--- config.mk ---
export PLATFORM = sky130hd
export DESIGN_NAME = hold_to_approve_button_controller_top
export DESIGN_NICKNAME = d
export VERILOG_FILES = /design/src/hw/rtl/htab_pkg.sv /design/src/hw/rtl/hold_to_approve_button_controller_top.sv /design/src/hw/rtl/htab_csr.sv /design/src/hw/rtl/htab_core.sv
export VERILOG_INCLUDE_DIRS = /design/src /design/src/hw/rtl
export SDC_FILE = /design/constraint.sdc
export NUM_CORES = 1
export LEC_CHECK = 0
export BUFFER_PORTS_ARGS = -buffer_cell sky130_fd_sc_hd__buf_2
export CAP_MARGIN = 20
export CORE_AREA = 3 3 245 247
export CTS_CLUSTER_SIZE = 14
export DETAILED_ROUTE_END_ITERATION = 8
export DIE_AREA = 0 0 248 250
export PLACE_DENSITY_LB_ADDON = 0.1
export SYNTH_ARGS = -nofsm -noshare
export SYNTH_HDL_FRONTEND = slang
export SYNTH_SLANG_ARGS = --single-unit
--- constraint.sdc ---
create_clock -name clock -period 10.4 [get_ports clock]
set_clock_uncertainty 0.15 [all_clocks]
set_input_delay 0 -clock clock [delete_from_list [all_inputs] [get_ports clock]]
set_output_delay 0 -clock clock [all_outputs]
set_load 0.01 [all_outputs]
--- src/hw/rtl/hold_to_approve_button_controller_top_macros.svh ---
// assertion macros used by the hold-to-approve controller top level
`ifndef HOLD_TO_APPROVE_BUTTON_CONTROLLER_TOP_MACROS_SVH
`define HOLD_TO_APPROVE_BUTTON_CONTROLLER_TOP_MACROS_SVH

// concurrent property checked at every clock edge outside reset
`define HTAB_ASSERT(label, prop, msg) \
   label: assert property (@(posedge clock) disable iff (reset) prop) \
      else $error(msg);

// implication whose consequent is checked in the cycle after the cause
`define HTAB_ASSERT_NEXT(label, cause, effect, msg) \
   label: assert property (@(posedge clock) disable iff (reset) (cause) |=> (effect)) \
      else $error(msg);

`endif

--- src/hw/rtl/htab_pkg.sv ---
// types and constants of the hold-to-approve button controller
package htab_pkg;

   localparam logic [1:0] OP_POLL   = 2'd0;
   localparam logic [1:0] OP_ARM    = 2'd1;
   localparam logic [1:0] OP_CANCEL = 2'd2;

   localparam logic [2:0] EV_NONE      = 3'd0;
   localparam logic [2:0] EV_ARMED     = 3'd1;
   localparam logic [2:0] EV_CANCELLED = 3'd2;
   localparam logic [2:0] EV_APPROVED  = 3'd3;
   localparam logic [2:0] EV_EXPIRED   = 3'd4;

   localparam logic [2:0] REG_DEBOUNCE_TIME  = 3'd0;
   localparam logic [2:0] REG_HOLD_TIME      = 3'd1;
   localparam logic [2:0] REG_DEFAULT_EXPIRY = 3'd2;
   localparam logic [2:0] REG_EXPIRY_MARGIN  = 3'd3;
   localparam logic [2:0] REG_BLINK_FAST     = 3'd4;
   localparam logic [2:0] REG_BLINK_SLOW     = 3'd5;

   localparam logic [15:0] DEBOUNCE_TIME_RESET  = 16'd35;
   localparam logic [15:0] HOLD_TIME_RESET      = 16'd1000;
   localparam logic [31:0] DEFAULT_EXPIRY_RESET = 32'd30000;
   localparam logic [15:0] EXPIRY_MARGIN_RESET  = 16'd500;
   localparam logic [15:0] BLINK_FAST_RESET     = 16'd90;
   localparam logic [15:0] BLINK_SLOW_RESET     = 16'd350;

   typedef struct packed {
      logic [15:0] debounce_time;
      logic [15:0] hold_time;
      logic [31:0] default_expiry;
      logic [15:0] expiry_margin;
      logic [15:0] blink_fast;
      logic [15:0] blink_slow;
   } cfg_type;

   typedef struct packed {
      logic [1:0]  opcode;
      logic [31:0] now_ms;
      logic        raw_button;
      logic [31:0] request_tag;
      logic        tag_given;
      logic        expiry_given;
      logic [31:0] expiry_request;
   } req_type;

   typedef struct packed {
      logic [2:0]  event_res;
      logic [31:0] event_tag;
      logic [31:0] held_time;
      logic [31:0] armed_expiry;
      logic        led_on;
      logic        pending_now;
   } rsp_type;

endpackage

--- src/hw/rtl/hold_to_approve_button_controller_top.sv ---
// Hold-to-approve button controller. Every request beat (poll, arm or cancel)
// yields exactly one response beat. A beat is captured in an input register;
// once the output register is free, the controller state is updated in one
// pass and the response lands in the output register on the same edge, so a
// new beat is taken every cycle as long as the response side does not stall.
// The rate is set by the one-pass state update in htab_core: each beat sees the
// state left by the one before it. Configuration writes take effect on the next
// edge and should be made only while no beat is in flight.
`include "hold_to_approve_button_controller_top_macros.svh"

module hold_to_approve_button_controller_top
   import htab_pkg::*;
(
   input  logic        clock,
   input  logic        reset,
   input  logic        req_valid,
   output logic        req_stall,
   input  logic [1:0]  req_opcode,
   input  logic [31:0] req_now_ms,
   input  logic        req_raw_button,
   input  logic [31:0] req_request_tag,
   input  logic        req_tag_given,
   input  logic        req_expiry_given,
   input  logic [31:0] req_expiry_request,
   output logic        rsp_valid,
   input  logic        rsp_stall,
   output logic [2:0]  rsp_event_res,
   output logic [31:0] rsp_event_tag,
   output logic [31:0] rsp_held_time,
   output logic [31:0] rsp_armed_expiry,
   output logic        rsp_led_on,
   output logic        rsp_pending_now,
   input  logic        csr_write,
   input  logic [2:0]  csr_index,
   input  logic [31:0] csr_data
);

   cfg_type cfg;
   req_type req_ff, req_in;
   logic    req_valid_ff, req_valid_in;
   rsp_type rsp_ff;
   rsp_type core_rsp;
   logic    rsp_valid_ff, rsp_valid_in;
   logic    out_free;
   logic    fire;
   logic    take;

   htab_csr u_csr (
      .clock     (clock),
      .reset     (reset),
      .csr_write (csr_write),
      .csr_index (csr_index),
      .csr_data  (csr_data),
      .cfg       (cfg)
   );

   htab_core u_core (
      .clock (clock),
      .reset (reset),
      .fire  (fire),
      .cfg   (cfg),
      .req   (req_ff),
      .rsp   (core_rsp)
   );

   // output register is free when empty or being drained this cycle
   assign out_free  = !rsp_valid_ff || !rsp_stall;
   assign fire      = req_valid_ff && out_free;
   assign req_stall = req_valid_ff && !out_free;
   assign take      = req_valid && !req_stall;

   always_comb begin
      req_in.opcode         = req_opcode;
      req_in.now_ms         = req_now_ms;
      req_in.raw_button     = req_raw_button;
      req_in.request_tag    = req_request_tag;
      req_in.tag_given      = req_tag_given;
      req_in.expiry_given   = req_expiry_given;
      req_in.expiry_request = req_expiry_request;
      req_valid_in          = take || (req_valid_ff && !fire);
      rsp_valid_in          = fire || (rsp_valid_ff && rsp_stall);
   end

   always_ff @(posedge clock) begin
      if (reset) begin
         req_valid_ff <= 1'b0;
         rsp_valid_ff <= 1'b0;
      end else begin
         req_valid_ff <= req_valid_in;
         rsp_valid_ff <= rsp_valid_in;
      end
   end

   always_ff @(posedge clock) begin
      if (take) begin
         req_ff <= req_in;
      end
      if (fire) begin
         rsp_ff <= core_rsp;
      end
   end

   assign rsp_valid        = rsp_valid_ff;
   assign rsp_event_res    = rsp_ff.event_res;
   assign rsp_event_tag    = rsp_ff.event_tag;
   assign rsp_held_time    = rsp_ff.held_time;
   assign rsp_armed_expiry = rsp_ff.armed_expiry;
   assign rsp_led_on       = rsp_ff.led_on;
   assign rsp_pending_now  = rsp_ff.pending_now;

   `HTAB_ASSERT(a_stall_only_when_full, req_stall |-> (req_valid_ff && rsp_valid_ff), "request stalled with room ahead")
   `HTAB_ASSERT_NEXT(a_fire_fills_output, fire, rsp_valid_ff, "processed beat did not reach output")
   `HTAB_ASSERT(a_led_needs_armed, (rsp_valid_ff && rsp_led_on) |-> rsp_pending_now, "led lit with nothing armed")
   `HTAB_ASSERT(a_armed_event_pending, (rsp_valid_ff && rsp_event_res == EV_ARMED) |-> rsp_pending_now, "armed event without pending request")
   `HTAB_ASSERT(a_held_only_on_approve, (rsp_valid_ff && rsp_event_res != EV_APPROVED) |-> (rsp_held_time == 32'd0), "held time outside approval")

endmodule

--- src/hw/rtl/htab_csr.sv ---
// configuration registers of the hold-to-approve controller
module htab_csr
   import htab_pkg::*;
(
   input  logic        clock,
   input  logic        reset,
   input  logic        csr_write,
   input  logic [2:0]  csr_index,
   input  logic [31:0] csr_data,
   output cfg_type     cfg
);

   cfg_type cfg_ff;
   cfg_type cfg_in;

   always_comb begin
      cfg_in = cfg_ff;
      if (csr_write) begin
         case (csr_index)
            REG_DEBOUNCE_TIME:  cfg_in.debounce_time  = csr_data[15:0];
            REG_HOLD_TIME:      cfg_in.hold_time      = csr_data[15:0];
            REG_DEFAULT_EXPIRY: cfg_in.default_expiry = csr_data;
            REG_EXPIRY_MARGIN:  cfg_in.expiry_margin  = csr_data[15:0];
            REG_BLINK_FAST:     cfg_in.blink_fast     = csr_data[15:0];
            REG_BLINK_SLOW:     cfg_in.blink_slow     = csr_data[15:0];
            default:            cfg_in = cfg_ff;
         endcase
      end
   end

   always_ff @(posedge clock) begin
      if (reset) begin
         cfg_ff.debounce_time  <= DEBOUNCE_TIME_RESET;
         cfg_ff.hold_time      <= HOLD_TIME_RESET;
         cfg_ff.default_expiry <= DEFAULT_EXPIRY_RESET;
         cfg_ff.expiry_margin  <= EXPIRY_MARGIN_RESET;
         cfg_ff.blink_fast     <= BLINK_FAST_RESET;
         cfg_ff.blink_slow     <= BLINK_SLOW_RESET;
      end else begin
         cfg_ff <= cfg_in;
      end
   end

   assign cfg = cfg_ff;

endmodule

--- src/hw/rtl/htab_core.sv ---
// controller state and the single-pass update for one beat
module htab_core
   import htab_pkg::*;
(
   input  logic    clock,
   input  logic    reset,
   input  logic    fire,
   input  cfg_type cfg,
   input  req_type req,
   output rsp_type rsp
);

   logic        last_raw_ff, last_raw_in;
   logic        stable_level_ff, stable_level_in;
   logic [31:0] bounce_stamp_ff, bounce_stamp_in;
   logic [31:0] press_stamp_ff, press_stamp_in;
   logic        sent_this_press_ff, sent_this_press_in;
   logic        need_release_ff, need_release_in;
   logic [31:0] blink_stamp_ff, blink_stamp_in;
   logic        led_level_ff, led_level_in;
   logic        armed_ff, armed_in;
   logic [31:0] arm_stamp_ff, arm_stamp_in;
   logic [31:0] expiry_value_ff, expiry_value_in;
   logic [31:0] armed_tag_ff, armed_tag_in;

   logic [16:0] min_expiry;
   logic [31:0] chosen_expiry;
   logic [31:0] clamped_expiry;
   logic [31:0] bounce_age;
   logic [31:0] hold_age;
   logic [31:0] blink_age;
   logic [15:0] interval;
   logic        approved;

   assign min_expiry    = {1'b0, cfg.hold_time} + {1'b0, cfg.expiry_margin};
   assign chosen_expiry = req.expiry_given ? req.expiry_request : cfg.default_expiry;
   assign clamped_expiry = (chosen_expiry < {15'd0, min_expiry})
                         ? {15'd0, min_expiry} : chosen_expiry;

   always_comb begin
      last_raw_in        = last_raw_ff;
      stable_level_in    = stable_level_ff;
      bounce_stamp_in    = bounce_stamp_ff;
      press_stamp_in     = press_stamp_ff;
      sent_this_press_in = sent_this_press_ff;
      need_release_in    = need_release_ff;
      blink_stamp_in     = blink_stamp_ff;
      led_level_in       = led_level_ff;
      armed_in           = armed_ff;
      arm_stamp_in       = arm_stamp_ff;
      expiry_value_in    = expiry_value_ff;
      armed_tag_in       = armed_tag_ff;
      approved           = 1'b0;
      bounce_age         = 32'd0;
      hold_age           = 32'd0;
      blink_age          = 32'd0;
      interval           = cfg.blink_slow;
      rsp                = '0;

      case (req.opcode)
         OP_ARM: begin
            expiry_value_in    = clamped_expiry;
            armed_tag_in       = req.request_tag;
            arm_stamp_in       = req.now_ms;
            armed_in           = 1'b1;
            sent_this_press_in = 1'b0;
            need_release_in    = ~stable_level_ff;
            press_stamp_in     = stable_level_ff ? 32'd0 : req.now_ms;
            rsp.event_res      = EV_ARMED;
            rsp.event_tag      = req.request_tag;
            rsp.armed_expiry   = clamped_expiry;
         end
         OP_CANCEL: begin
            if (!armed_ff || !req.tag_given || req.request_tag == armed_tag_ff) begin
               rsp.event_tag   = armed_ff ? armed_tag_ff : 32'd0;
               rsp.event_res   = EV_CANCELLED;
               armed_in        = 1'b0;
               need_release_in = 1'b0;
               led_level_in    = 1'b0;
            end
         end
         OP_POLL: begin
            if (req.raw_button != last_raw_ff) begin
               last_raw_in     = req.raw_button;
               bounce_stamp_in = req.now_ms;
            end
            bounce_age = req.now_ms - bounce_stamp_in;
            if (bounce_age >= {16'd0, cfg.debounce_time}
                  && req.raw_button != stable_level_ff) begin
               stable_level_in = req.raw_button;
               if (!req.raw_button) begin
                  press_stamp_in     = req.now_ms;
                  sent_this_press_in = 1'b0;
               end else begin
                  press_stamp_in  = 32'd0;
                  need_release_in = 1'b0;
               end
            end
            hold_age = req.now_ms - press_stamp_in;
            if (armed_ff && !stable_level_in && !sent_this_press_in && !need_release_in
                  && hold_age >= {16'd0, cfg.hold_time}) begin
               sent_this_press_in = 1'b1;
               rsp.event_res      = EV_APPROVED;
               rsp.event_tag      = armed_tag_ff;
               rsp.held_time      = hold_age;
               armed_in           = 1'b0;
               need_release_in    = 1'b0;
               led_level_in       = 1'b0;
               approved           = 1'b1;
            end
            if (!approved && armed_ff && (req.now_ms - arm_stamp_ff) >= expiry_value_ff) begin
               rsp.event_res   = EV_EXPIRED;
               rsp.event_tag   = armed_tag_ff;
               armed_in        = 1'b0;
               need_release_in = 1'b0;
               led_level_in    = 1'b0;
            end
            // led blinks only while a request stays armed
            interval  = stable_level_in ? cfg.blink_slow : cfg.blink_fast;
            blink_age = req.now_ms - blink_stamp_ff;
            if (!armed_in) begin
               led_level_in = 1'b0;
            end else if (blink_age >= {16'd0, interval}) begin
               blink_stamp_in = req.now_ms;
               led_level_in   = ~led_level_ff;
            end
         end
         default: begin
            rsp.event_res = EV_NONE;
         end
      endcase

      rsp.led_on      = led_level_in;
      rsp.pending_now = armed_in;
   end

   always_ff @(posedge clock) begin
      if (reset) begin
         last_raw_ff        <= 1'b1;
         stable_level_ff    <= 1'b1;
         bounce_stamp_ff    <= 32'd0;
         press_stamp_ff     <= 32'd0;
         sent_this_press_ff <= 1'b0;
         need_release_ff    <= 1'b0;
         blink_stamp_ff     <= 32'd0;
         led_level_ff       <= 1'b0;
         armed_ff           <= 1'b0;
         arm_stamp_ff       <= 32'd0;
         expiry_value_ff    <= DEFAULT_EXPIRY_RESET;
         armed_tag_ff       <= 32'd0;
      end else if (fire) begin
         last_raw_ff        <= last_raw_in;
         stable_level_ff    <= stable_level_in;
         bounce_stamp_ff    <= bounce_stamp_in;
         press_stamp_ff     <= press_stamp_in;
         sent_this_press_ff <= sent_this_press_in;
         need_release_ff    <= need_release_in;
         blink_stamp_ff     <= blink_stamp_in;
         led_level_ff       <= led_level_in;
         armed_ff           <= armed_in;
         arm_stamp_ff       <= arm_stamp_in;
         expiry_value_ff    <= expiry_value_in;
         armed_tag_ff       <= armed_tag_in;
      end
   end

endmodule

======== Yosys cells after proc, flatten, opt, wreduce, memory -nomap -nowiden ========
Cells that the tools add are included.
storage, ports and cells
  register bits ........................... 514
  bits of input ports ..................... 141
  output and inout bits ................... 103
  word-level logic and storage cells ...... 144
cells by class
  add/subtract/negate cells ............... 5
  order comparisons ....................... 5
  equal/unequal tests ..................... 11
  mux-type cells .......................... 43
  bitwise operators ....................... 2
  reduce and logical (&&, ||, !) cells .... 45
operators by type and width
  kind                                                  count
  two-way mux 32 bit                                    9
  subtractor 32 bit                                     4
  greater-or-equal comparator 32 x 16 -> 1 bit          3
  case mux 32 bit (3 select lines)                      1
  two-way mux 66 bit                                    1
  case mux 32 bit (2 select lines)                      1
  two-way mux 35 bit                                    1
  two-way mux 34 bit                                    1
  equality test 32 bit                                  1
  greater-or-equal comparator 32 bit                    1
  < comparator 32 x 17 -> 1 bit                         1
  two-way mux 1 bit                                     23
  AND reduction 2 bit                                   10
  adder 16 x 16 -> 17 bit                               1
  two-way mux 16 bit                                    1
  logical AND 1 bit                                     12
  logical NOT 1 bit                                     11
  case mux 3 bit (3 select lines)                       1
  equality test 3 x 2 -> 1 bit (second input constant)  2
  equality test 3 bit (second input constant)           2
  case mux 1 bit (3 select lines)                       2
  AND reduction 3 bit                                   2
  logical OR 1 bit                                      5
  case mux 1 bit (2 select lines)                       2
  11 further kinds                                      13

======== Logic depth before layout (Yosys ltp) ========
Gate-level depths: netlist of the first run.
  depth after elaboration ................. 22
  gate-level depth with buffers ........... 49
  gate-level depth less buffers ........... 45

======== Cells and area by module ========
From an unflattened synthesis of the first run, not the netlist that was laid out.
second synthesis, totals
  cell total of the unflattened synthesis .. 3417
  area total of the unflattened synthesis .. 30870.9 µm²
modules (own cells, without submodules)
  module                                 instances  cells an instance  area an instance (µm²)  seq. area each (µm²)
  htab_core                              1          2781               20214.4                 3963.8
  hold_to_approve_button_controller_top  1          212                6152.2                  6105.9
  htab_csr                               1          424                4504.3                  2242.2

======== Worst setup path after synthesis of the first run ========
No wires, ideal clock.
  path kind ............................... flip-flop to flip-flop
  from .................................... reg req_ff[66] (netlist bit)
  to ...................................... reg u_core.blink_stamp_ff[10]
  setup time .............................. 72 ps
  data arrival time ....................... 9322 ps
  required time ........................... 10178 ps
  setup slack ............................. 857 ps
  cell stages (with the launch flop) ...... 48
  buffers on the path ..................... 5
  period minus slack after synthesis ...... 9543 ps
  cells stage by stage .................... edfxtp_1 -> buf_2 -> xnor2_2 -> buf_4 -> clkbuf_1 -> nand2_1 -> o21ai_0 -> ha_1 -> inv_1 -> ha_1 -> a21oi_1 -> o2bb2ai_2 -> o211ai_2 -> nand3_2 -> a21o_1 -> a21oi_1 -> xnor2_1 -> ha_1 -> [12 not listed] -> a21oi_1 -> o21bai_1 -> a21oi_1 -> o21bai_1 -> a21oi_1 -> xnor2_1 -> ha_1 -> and4_1 -> and3_1 -> o31ai_1 -> nand4_1 -> nor4b_2 -> and4_1 -> o211a_1 -> o21ai_2 -> a211oi_4 -> buf_6 -> mux2i_1
between the ends
  cells in the longest elaborated chain, start to end .. 21
RTL lines
  item                                                        RTL line                                     text
  start: declaration                                          hold_to_approve_button_controller_top.sv:39  req_type req_ff, req_in;
  start signal: assignment                                    hold_to_approve_button_controller_top.sv:96  req_ff <= req_in;
  branches (longest 20 deep; another with subtractor 32 bit)  --
  AND reduction 4 bit (no line) *                             --
  end signal: assignment                                      htab_core.sv:158                             blink_stamp_ff <= blink_stamp_in;
  end: declaration                                            htab_core.sv:19                              logic [31:0] blink_stamp_ff, blink_stamp_in;
Every way passes the cells marked *. The select of a mux whose other input is x is not followed.
A chain may end at the register's enable or synchronous reset.

======== Worst setup path in the final report of the first run ========
  from .................................... reg req_ff[66] (netlist bit)
  to ...................................... reg u_core.blink_stamp_ff[18]
The elaborated chain is that of the path after synthesis.

==> metrics.md, run 1 <==
| Metric | Value |
|---|---|
| Status | `finished, final reports clean` |
| Global-route wire length before repair | `150200 um` |
| CTS clk-pin slew, worst paths | `0.06 ns` |
| Pin count of the biggest net entering global routing | `185` |
| Total CTS buffers | `56` |
| Max FO, Critical Path | `29` |
| Wirelength, routed | `98450 um` |
| Vias | `26940` |
| Syn Inst Count | `3325` |
| HP Class | `in2reg` |
| FFs w/ async S/R, synth | `0%` |
| Distinct cell type count after synthesis | `93` |
| Initial antenna violation count | `3` |
| Largest stage delay on the critical path | `0.43 ns` |
| Drt wl/cell | `21.30 um` |
| CP startpoint | `req_ff[66]$_DFFE_PP_` |
| Final std cells w/o fill | `4622` |
| Register-to-register setup slack | `0.59 ns` |
| CTS tree | `built` |
| Critical-path top delay cell | `edfxtp_1` |
| Syn nets | `3696` |
| Synth top area share | `20.77%` |
| Setup TNS | `0 ns` |
| Final Cycle Share | `94.29%` |
| Worst R2R Start | `req_ff[66]$_DFFE_PP_` |
| Htree depth | `2` |
| Nets | `4176` |
| Most common cell after layout, fill and taps aside | `nand2_1` |
| PwrDens | `147.8 nW/um2` |
| Max Freq | `0.1020 GHz` |
| Min cycle time layout | `9.807 ns` |
| Register-to-Register Path Depth | `50` |
| VDD IR-drop max | `0.1519 mV` |
| Layout cells sized above 1 | `12.95%` |
| Vias/cell | `5.829` |
| Worst r2r dst | `u_core.blink_stamp_ff[18]$_SDFFE_PP0P_` |
| Initial Utilization | `52.02%` |
| Clock latency on the worst-skew pair | `0.64 ns` |
| Post-synthesis register bit count | `514` |
| CTS Root Cell | `clkbuf_16` |
| Synth top area cells | `dfxtp_1, edfxtp_1, ha_1, nand2_1, a21oi_1` |
| Drc violations | `0` |
| Mapped Area | `30070 um2` |
| Yosys top cell by area | `dfxtp_1` |
| Placed insts | `4231` |
| Chip Width | `248 um` |
| Area delta synth->final | `23.32%` |
| Commonest non-fill, non-tap cells in the layout | `nand2_1, dfxtp_1, a21oi_1` |
| Fin. max-slew vios | `0` |
| Final hold viol count | `0` |
| Lkg Pwr | `0.01441 uW` |
| 1st-iter DRT viols | `2159` |
| Seq/Total Area, Yosys | `40.95%` |
| Rel. slew slack | `26.02%` |
| Max cap viols | `0` |
| Grt ovf | `0` |
| Syn. warnings | `0` |
| Hold path start | `csr_data[0]` |
| Core area | `57810 um2` |
| CP required | `10.78 ns` |
| HPWL Detailed | `68950 um` |
| WP data arrival | `10.19 ns` |
| Fin Hold WS | `0.09670 ns` |
| GRT Total Usage | `30.86%` |
| Vias in the first global route | `26740` |
| Cell Rows | `88` |
| RSZ-0062 raised after global routing | `false` |
| Power Total | `5482 uW` |
| Total Die Area | `62000 um2` |
| Die height | `250 um` |
| Most frequent CP cell | `ha_1` |
| IO Count | `244` |
| Routability cong. | `0.9209` |
| PortBufs | `243` |
| Startpoint Class | `register` |
| First-pass DRT Iterations | `6` |
| CP Capture Type | `register` |
| Worst setup path end | `u_core.blink_stamp_ff[18]$_SDFFE_PP0P_` |
| Syn Area/Cell | `9.043 um2` |
| Ys flop type | `dfxtp_1` |
| Final setup vio count | `0` |
| Hold path depth | `4` |
| Worst-case clock buffer depth | `3` |
| Setup CP Type | `reg2reg` |
| Clk sink count | `514` |
| EDFF count, synth | `202` |
| Slew of the pin with the lowest slew margin | `1.110 ns` |
| Post-route ant nets | `0` |
[worst min path at each step]
stage | end
after floorplan | req_ff[0]$_DFFE_PP_
after global placement | req_ff[32]$_DFFE_PP_
after detailed placement | req_ff[3]$_DFFE_PP_
after CTS | u_csr.cfg[80]$_SDFFE_PP0P_
after global routing | u_csr.cfg[32]$_SDFFE_PP0P_
final | u_csr.cfg[80]$_SDFFE_PP0P_
[sequential cells by signal, summed over array words and instances, names as in the netlist, 3 cells and up]
name and flops:
req_ff 101, rsp_armed_expiry 32, rsp_event_res 3, rsp_event_tag 32, rsp_held_time 32, u_core.arm_stamp_ff 32, u_core.armed_tag_ff 32, u_core.blink_stamp_ff 32
u_core.bounce_stamp_ff 32, u_core.expiry_value_ff 32, u_core.press_stamp_ff 32, u_csr.cfg 112
[layer usage]
metal | up-vias | GRT usage (%) | part of all wire [%]
li1 | 12900 | - | -
met1 | 12930 | 39.40 | 42
met2 | 900 | 53.28 | 49
met3 | 211 | 4.438 | 6.3
met4 | 0 | 10.41 | 3.5
met5 | - | 0 | 0
[cell families (layout without fill, tap and decap cells)]
family,count (synthesis),in the layout,synth area share (%)
flip-flops,514,514,40.95
AO/OA/AOI/OAI,877,877,19.59
buffers and inverters,354,882,4.586
AND/OR/NAND/NOR,1093,1093,17.06
XOR/XNOR,136,136,4.011
adder cells (fa/ha/maj),234,234,9.808
other,0,4,0
multiplexers,117,117,4.007
[final cells by class]
| cell class | instances | area, um2 |
|---|---|---|
| clock buffers | 75 | 1595 |
| well taps | 765 | 957.2 |
| repair buffers | 589 | 4584 |
| multi-input cells | 2457 | 16560 |
| clock inverters | 31 | 355.3 |
| fillers | 4766 | 20720 |
| inverters | 187 | 704.4 |
| flip-flops and latches | 514 | 12310 |
| diodes | 4 | 10.01 |
[cell usage after synthesis, types with 6 or more instances]
master,count
a211oi_1,85
o21bai_1,22
a2bb2oi_1,31
o32a_1,9
nand3_1,33
and3_1,22
dfxtp_1,312
nor2_1,246
nand4_1,39
or3_1,10
buf_2,15
xor2_1,31
o31ai_1,6
a21oi_1,303
xnor2_1,103
o2111ai_1,11
nor3b_1,15
nand2b_1,92
a22oi_1,47
a211o_1,13
a2111oi_0,7
nor4_1,15
buf_1,7
nor2b_1,50
nor3_1,43
o21a_1,34
a22o_1,35
inv_1,185
a21o_1,63
a221o_1,8
nand3b_1,31
o211ai_1,20
a31oi_1,15
o21ai_1,8
mux2_2,27
and2_1,16
clkbuf_1,139
a21boi_0,10
nand2_1,454
mux2i_1,90
o21ai_0,85
edfxtp_1,202
ha_1,226
[report_power, final]
part,internal [uW],switching [uW],total [uW]
clock,1230,875,2110
combinational,483,666,1150
sequential,2170,52.9,2230
total,3890,1590,5480
[stage by stage]
step	worst slack, ns	util, %	instance area [um2]
floorplan	0.8566	-	30070
global placement	0.3154	55.62	32150
detailed placement	0.06349	55.62	32150
CTS	0.003865	63.72	36830
global route	0.006321	64.15	37080
finish	0.5934	64.15	37080
[critical path, delay by kind of cell (launching register included)]
kind	cells	cell delay, ns
mux	1	0.20
simple gates	10	1.99
xor+xnor	3	0.67
compound gates	23	3.72
buf+inv	7	1.05
flops	1	0.43
fa+ha+maj	6	1.50
[what timing repair did]
item                       CTS  global route
setup endpoints to repair    0           103
buffers inserted             0             4
resized for setup            0            31
hold buffers               273             0
hold endpoints to repair   330             0
Power figures use the tool's default switching activity.
==> run 2, diff against run 1 <==
- ABC_AREA: not set -> 1
- CORE_AREA: 3 3 245 247 -> 3 3 247 249
- DIE_AREA: 0 0 248 250 -> 0 0 250 252
==> run 2 against run 1 <==
  * Die area up 1.6%
  * Synthesized area is 1.9% higher
  * Count of clock-buffer cells in the layout up 1
  * Total power down 0.64%
  * Maximum frequency grew 4.8%
  * Combinational power about the same
  * Global-route usage is 2.1 points lower
  * First-iteration DRC count rose by 2.2%
  * Utilization shrank 1.0 points
==> metrics.md, run 2 <==
| Metric | Value |
|---|---|
| First-pass DRT Iterations | `6 (unchanged)` |
| Fin area | `37180 um2 (was 37080 um2)` |
| Met1 Usage GRT | `40.05% (was 39.40%)` |
| Filler instances | `5214 (was 4766)` |
| Critical-path top delay cell | `edfxtp_1 (unchanged)` |
| Seq/Total Area, Yosys | `40.16% (was 40.95%)` |
| Clock latency on the worst-skew pair | `0.62 ns (was 0.64 ns)` |
| Reg power frac | `41.0% (was 40.6%)` |
| Post-CTS setup buffers | `0 (unchanged)` |
| Chip Width | `250 um (was 248 um)` |
| RSZ-0062 raised after global routing | `false (unchanged)` |
| CP Capture Type | `register (unchanged)` |
| Vias | `28380 (was 26940)` |
| PortBufs | `243 (unchanged)` |
| Commonest non-fill, non-tap cells in the layout | `nand2_1, inv_1, nor2_1 (was nand2_1, dfxtp_1, a21oi_1)` |
| Ys flop type | `dfxtp_1 (unchanged)` |
| Pint | `3810 uW (was 3888 uW)` |
| Final Cycle Share | `90.01% (was 94.29%)` |
| Largest stage delay on the critical path | `0.45 ns (was 0.43 ns)` |
| Area of the multi-input gates | `15680 um2 (was 16560 um2)` |
| Min cycle time layout | `9.361 ns (was 9.807 ns)` |
| Final hold viol count | `0 (unchanged)` |
| Initial Utilization | `52.04% (was 52.02%)` |
| CP required | `10.69 ns (was 10.78 ns)` |
| VDD IR-drop max | `0.1460 mV (was 0.1519 mV)` |
| FFs w/ async S/R, synth | `0% (unchanged)` |
| IO Count | `244 (unchanged)` |
| Max FO, Critical Path | `59 (was 29)` |
| Setup CP Type | `reg2reg (unchanged)` |
| Max Freq | `0.1068 GHz (was 0.1020 GHz)` |
| EDFF count, synth | `202 (unchanged)` |
| Pin count of the biggest net entering global routing | `95 (was 185)` |
| Wirelength, routed | `93370 um (was 98450 um)` |
| Syn Area/Cell | `7.710 um2 (was 9.043 um2)` |
| Met2 Resource Use GR | `46.88% (was 53.28%)` |
| Rel. slew slack | `32.40% (was 26.02%)` |
| Lkg Pwr | `0.01650 uW (was 0.01441 uW)` |
| Syn Inst Count | `3976 (was 3325)` |
| Syn nets | `4347 (was 3696)` |
| Slew of the pin with the lowest slew margin | `1.014 ns (was 1.110 ns)` |
| Psw | `1637 uW (was 1593 uW)` |
| HP Class | `in2reg (unchanged)` |
| Startpoint Class | `register (unchanged)` |
| GRT Total Usage | `28.73% (was 30.86%)` |
| Max FFs per register | `112 (unchanged)` |
| Synth top area cells | `dfxtp_1, edfxtp_1, ha_1, nand2_1, inv_1 (was dfxtp_1, edfxtp_1, ha_1, nand2_1, a21oi_1)` |
| CTS Root Cell | `clkbuf_16 (unchanged)` |
| Grt ovf | `0 (unchanged)` |
| Global-route wire length before repair | `145600 um (was 150200 um)` |
| Die height | `252 um (was 250 um)` |
| CTS clk-pin slew, worst paths | `0.06 ns (about the same)` |
| Met3 usage | `3.268% (was 4.438%)` |
| Drt wl/cell | `17.75 um (was 21.30 um)` |
| Area delta synth->final | `21.30% (was 23.32%)` |
| Area after DPL | `32430 um2 (was 32150 um2)` |
| Status | `finished, final reports clean (unchanged)` |
| Final std cells w/o fill | `5261 (was 4622)` |
| Clk sink count | `514 (unchanged)` |
| Initial antenna violation count | `1 (was 3)` |
| Count leader, synth | `nand2_1 (unchanged)` |
| Nets | `4811 (was 4176)` |
| Total CTS buffers | `57 (was 56)` |
| Most frequent CP cell | `nand2_1 (was ha_1)` |
| Synth top area share | `20.38% (was 20.77%)` |
| CTS tree | `built (unchanged)` |
| Post-synthesis register bit count | `514 (unchanged)` |
| Most common cell after layout, fill and taps aside | `nand2_1 (unchanged)` |
| Net Sw Frac | `30.05% (was 29.07%)` |
| Cell Rows | `89 (was 88)` |
| Mapped Area | `30650 um2 (was 30070 um2)` |
| Fin. max-slew vios | `0 (unchanged)` |
| Htree depth | `2 (unchanged)` |
| Vias/cell | `5.394 (was 5.829)` |
| Max cap viols | `0 (unchanged)` |
| PwrDens | `146.5 nW/um2 (was 147.8 nW/um2)` |
| Layout cells sized above 1 | `10.72% (was 12.95%)` |
| Worst-case clock buffer depth | `3 (unchanged)` |
| Vias in the first global route | `26440 (was 26740)` |
| Routability cong. | `0.9516 (was 0.9209)` |
| Drc violations | `0 (unchanged)` |
| Post-synth top cells | `nand2_1, inv_1, nor2_1 (was nand2_1, dfxtp_1, a21oi_1)` |
| Post-route ant nets | `0 (unchanged)` |
| Gr busiest metal | `met2 (unchanged)` |
| Combinational power share | `21.3% (was 21.0%)` |
| Placed insts | `4873 (was 4231)` |
| Setup TNS | `0 ns (unchanged)` |
| HPWL Detailed | `65690 um (was 68950 um)` |
| Post-CTS Resized | `0 (unchanged)` |
| Core area | `58910 um2 (was 57810 um2)` |
| Total Die Area | `63000 um2 (was 62000 um2)` |
| Final setup vio count | `0 (unchanged)` |
| Distinct cell type count after synthesis | `55 (was 93)` |
| Register area | `12310 um2 (about the same)` |
| 1st-iter DRT viols | `2207 (was 2159)` |
| Syn. warnings | `0 (unchanged)` |
| Clock power share | `37.7% (was 38.4%)` |
| Yosys top cell by area | `dfxtp_1 (unchanged)` |
| WP data arrival | `9.65 ns (was 10.19 ns)` |
[run 2: cell type report]
cell class	count	share of cell area, %
multi-input cells	2771	42.18
clock buffers	76	4.273
inverters	545	5.522
diodes	1	0.006730
repair buffers	551	11.53
clock inverters	30	0.7739
flip-flops and latches	514	33.11
well taps	773	2.601
[run 2: timing repair]
item / CTS / global route
endpoints found under the setup margin: 0 / 0
endpoints found under the hold margin: 303 / 0
hold buffers: 277 / 0
[run 2: kinds of logic (layout without fill, tap and decap cells)]
group | Yosys count | count (layout) | synth area share, %
xor+xnor | 133 | 133 | 3.800
buf+inv | 691 | 1202 | 8.755
flops | 514 | 514 | 40.16
simple gates | 1467 | 1467 | 20.57
mux | 23 | 23 | 0.7510
fa+ha+maj | 230 | 230 | 9.486
compound gates | 918 | 918 | 16.48
other cells | 0 | 1 | 0
[run 2: per-layer routing]
layer | wire length, um | share of wire, % | vias up
li1 | - | - | 14200
met1 | 42140 | 45 | 13120
met2 | 43150 | 46 | 876
met3 | 4986 | 5.3 | 183
met4 | 3092 | 3.3 | 0
met5 | 0 | 0 | -
[run 2: final timing paths]
check,slack [ns],depth (start not counted),start,endpoint
worst min-delay path,0.15,4,csr_data[0],u_csr.cfg[96]$_SDFFE_PP1P_
worst max-delay path,1.04,55,req_ff[66]$_DFFE_PP_,rsp_event_tag[20]$_DFFE_PP_
worst min register to register,0.31,2,u_csr.cfg[4]$_SDFFE_PP1P_,u_csr.cfg[4]$_SDFFE_PP1P_
worst max register to register,1.04,55,req_ff[66]$_DFFE_PP_,rsp_event_tag[20]$_DFFE_PP_
[run 2: power by group through the flow]
stage	registers (uW)	logic, uW	clock network, uW
5_1_grt	2240	1300	2150
3_3_place_gp	2280	1050	0
4_1_cts	2230	1140	2080
2_1_floorplan	2270	753	0
3_5_place_dp	2280	1050	0
6_report	2230	1160	2050
[run 2: through the flow]
step / utilization [%] / hold WS (ns) / power, uW / setup WS, ns
finish: 63.12 / 0.1467 / 5447 / 1.039
global route: 63.12 / 0.1656 / 5696 / 0.09021
CTS: 62.95 / 0.1057 / 5452 / 1.174
detailed placement: 55.06 / 0.02809 / 3330 / 1.280
global placement: 55.06 / 0.02585 / 3325 / 1.444
floorplan: - / -0.05113 / 3019 / 2.590
[run 2: critical path, delay by kind of cell, from the launching register on]
family	cells	cell delay, ns
compound gates	10	1.81
fa+ha+maj	3	0.82
flops	1	0.45
simple gates	32	4.07
buf+inv	8	1.50
xor+xnor	2	0.36
==> run 3, diff against run 2 <==
- CORE_AREA: 3 3 247 249 -> 3 3 188 328
- DIE_AREA: 0 0 250 252 -> 0 0 191 331
==> run 3 against run 2 <==
  * Global-route usage increased by 2.7 points
  * Clock power shrank 9%
  * Critical endpoint is now rsp_event_tag[6]$_DFFE_PP_
  * Highest routed layer is now met5
  * Critical path depth grew 1
  * Largest cell class unchanged
  * Setup slack better by 0.14 ns
  * Maximum frequency grew 1.6%
  * Die area up 0.35%
  * Sequential power about the same
  * Hold slack worse by 0.13 ns
==> metrics.md, run 3 (synthesized netlist as in run 2, its figures left out) <==
| Metric | Value |
|---|---|
| Min cycle time layout | `9.216 ns (was 9.361 ns)` |
| Largest stage delay on the critical path | `0.45 ns (about the same)` |
| Initial Utilization | `51.78% (was 52.04%)` |
| Wirelength, routed | `101400 um (was 93370 um)` |
| Max Freq | `0.1085 GHz (was 0.1068 GHz)` |
| Vias/cell | `5.436 (was 5.394)` |
| CTS Root Cell | `clkbuf_16 (unchanged)` |
| Hold path depth | `2 (was 4)` |
| Final std cells w/o fill | `5253 (was 5261)` |
| Final hold viol count | `0 (unchanged)` |
| CTS tree | `built (unchanged)` |
| Cts hold-fix bufs | `276 (was 277)` |
| Routability cong. | `0.9347 (was 0.9516)` |
| Clk sink count | `514 (unchanged)` |
| Placed insts | `4882 (was 4873)` |
| Critical-path top delay cell | `edfxtp_1 (unchanged)` |
| RSZ-0062 raised after global routing | `false (unchanged)` |
| Fin Hold WS | `0.01440 ns (was 0.1467 ns)` |
| Post-route ant nets | `0 (unchanged)` |
| Total CTS buffers | `49 (was 57)` |
| Drc violations | `0 (unchanged)` |
| PwrDens | `142.8 nW/um2 (was 146.5 nW/um2)` |
| WP data arrival | `9.53 ns (was 9.65 ns)` |
| Rel. slew slack | `33.64% (was 32.40%)` |
| Clock latency on the worst-skew pair | `0.63 ns (was 0.62 ns)` |
| Fin. max-slew vios | `0 (unchanged)` |
| Startpoint Class | `register (unchanged)` |
| Nets | `4804 (was 4811)` |
| Fin area | `36940 um2 (was 37180 um2)` |
| Post-CTS Resized | `0 (unchanged)` |
| Max FO, Critical Path | `32 (was 59)` |
| VDD IR-drop max | `0.1425 mV (was 0.1460 mV)` |
| Final setup vio count | `0 (unchanged)` |
| Die height | `331 um (was 252 um)` |
| Pin count of the biggest net entering global routing | `103 (was 95)` |
| Lkg Pwr | `0.01637 uW (was 0.01650 uW)` |
| CP required | `10.71 ns (was 10.69 ns)` |
| Cell Rows | `118 (was 89)` |
| Drt wl/cell | `19.30 um (was 17.75 um)` |
| Most common cell after layout, fill and taps aside | `nand2_1 (unchanged)` |
| HP Class | `in2reg (unchanged)` |
| Register-to-Register Path Depth | `56 (was 55)` |
| Layout cells sized above 1 | `10.46% (was 10.72%)` |
| Final core utilization | `62.40% (was 63.12%)` |
| Area delta synth->final | `20.51% (was 21.30%)` |
| Max cap viols | `0 (unchanged)` |
| 1st-iter DRT viols | `1743 (was 2207)` |
| Grt ovf | `0 (unchanged)` |
| Core area | `59200 um2 (was 58910 um2)` |
| # diodes | `0 (was 1)` |
| Global-route wire length before repair | `154800 um (was 145600 um)` |
| Htree depth | `2 (unchanged)` |
| GRT Total Usage | `31.48% (was 28.73%)` |
| Total Die Area | `63220 um2 (was 63000 um2)` |
| Commonest non-fill, non-tap cells in the layout | `nand2_1, inv_1, nor2_1 (unchanged)` |
| Initial antenna violation count | `1 (unchanged)` |
| Vias in the first global route | `28390 (was 26440)` |
| Setup CP Type | `reg2reg (unchanged)` |
| Setup TNS | `0 ns (unchanged)` |
| IO Count | `244 (unchanged)` |
| Post-CTS setup buffers | `0 (unchanged)` |
| PortBufs | `243 (unchanged)` |
| Slew of the pin with the lowest slew margin | `0.9953 ns (was 1.014 ns)` |
| Worst-case clock buffer depth | `3 (unchanged)` |
| Most frequent CP cell | `nand2_1 (unchanged)` |
| HPWL Detailed | `74040 um (was 65690 um)` |
| CP Capture Type | `register (unchanged)` |
| Vias | `28560 (was 28380)` |
| Max FFs per register | `112 (unchanged)` |
| Status | `finished, final reports clean (unchanged)` |
| Area after DPL | `32460 um2 (was 32430 um2)` |
| Final Cycle Share | `88.62% (was 90.01%)` |
| CTS clk-pin slew, worst paths | `0.07 ns (was 0.06 ns)` |
| First-pass DRT Iterations | `5 (was 6)` |
| Chip Width | `191 um (was 250 um)` |
-- run 3: cell count changes in the layout (fill, tap and decap cells not counted), moves of 2 or more --
cell	previous run	this run
buf_4	27	29
inv_6	5	1
clkinv_2	10	8
clkbuf_8	8	4
clkbuf_16	58	50
-- run 3: worst max-delay path, delay by kind of cell, from the launching register on --
family	cells	cell delay [ns]
AND/OR/NAND/NOR	34	3.88
flip-flops	1	0.45
buffers and inverters	7	1.20
AO/OA/AOI/OAI	10	2.01
adder cells (fa/ha/maj)	3	0.92
XOR/XNOR	2	0.42
-- run 3: path summary, 6_finish.rpt --
path	start	to	slack, ns
min	req_now_ms[11]	req_ff[78]$_DFFE_PP_	0.01
max	req_ff[66]$_DFFE_PP_	rsp_event_tag[6]$_DFFE_PP_	1.18
min reg2reg	u_csr.cfg[58]$_SDFFE_PP1P_	u_csr.cfg[58]$_SDFFE_PP1P_	0.31
max reg2reg	req_ff[66]$_DFFE_PP_	rsp_event_tag[6]$_DFFE_PP_	1.18
-- run 3: layer usage --
metal	up-vias	GRT usage, %	routed length (um)
li1	14170	-	-
met1	13230	33.10	37130
met2	852	58.13	51760
met3	300	3.992	4623
met4	2	21.12	7874
met5	-	0	13
-- run 3: layout make-up --
cell class | instances | area, um2
timing repair buffer | 552 | 4290
multi-input combinational | 2771 | 15680
inverter | 545 | 2053
fill | 5324 | 22260
tap | 780 | 975.9
clock buffer | 65 | 1348
clock inverter | 26 | 280.3
sequential | 514 | 12310
-- run 3: report_power, final --
| part | internal [uW] | total, uW | switching, uW |
|---|---|---|---|
| Sequential | 2180 | 2240 | 60.0 |
| Combinational | 440 | 1180 | 744 |
| Clock | 1040 | 1860 | 816 |
-- run 3: stage by stage --
step	total power, uW	worst slack, ns
floorplan	3019	2.590
CTS	5294	1.291
global route	5518	0.3835
global placement	3360	1.394
finish	5275	1.184
detailed placement	3367	1.322
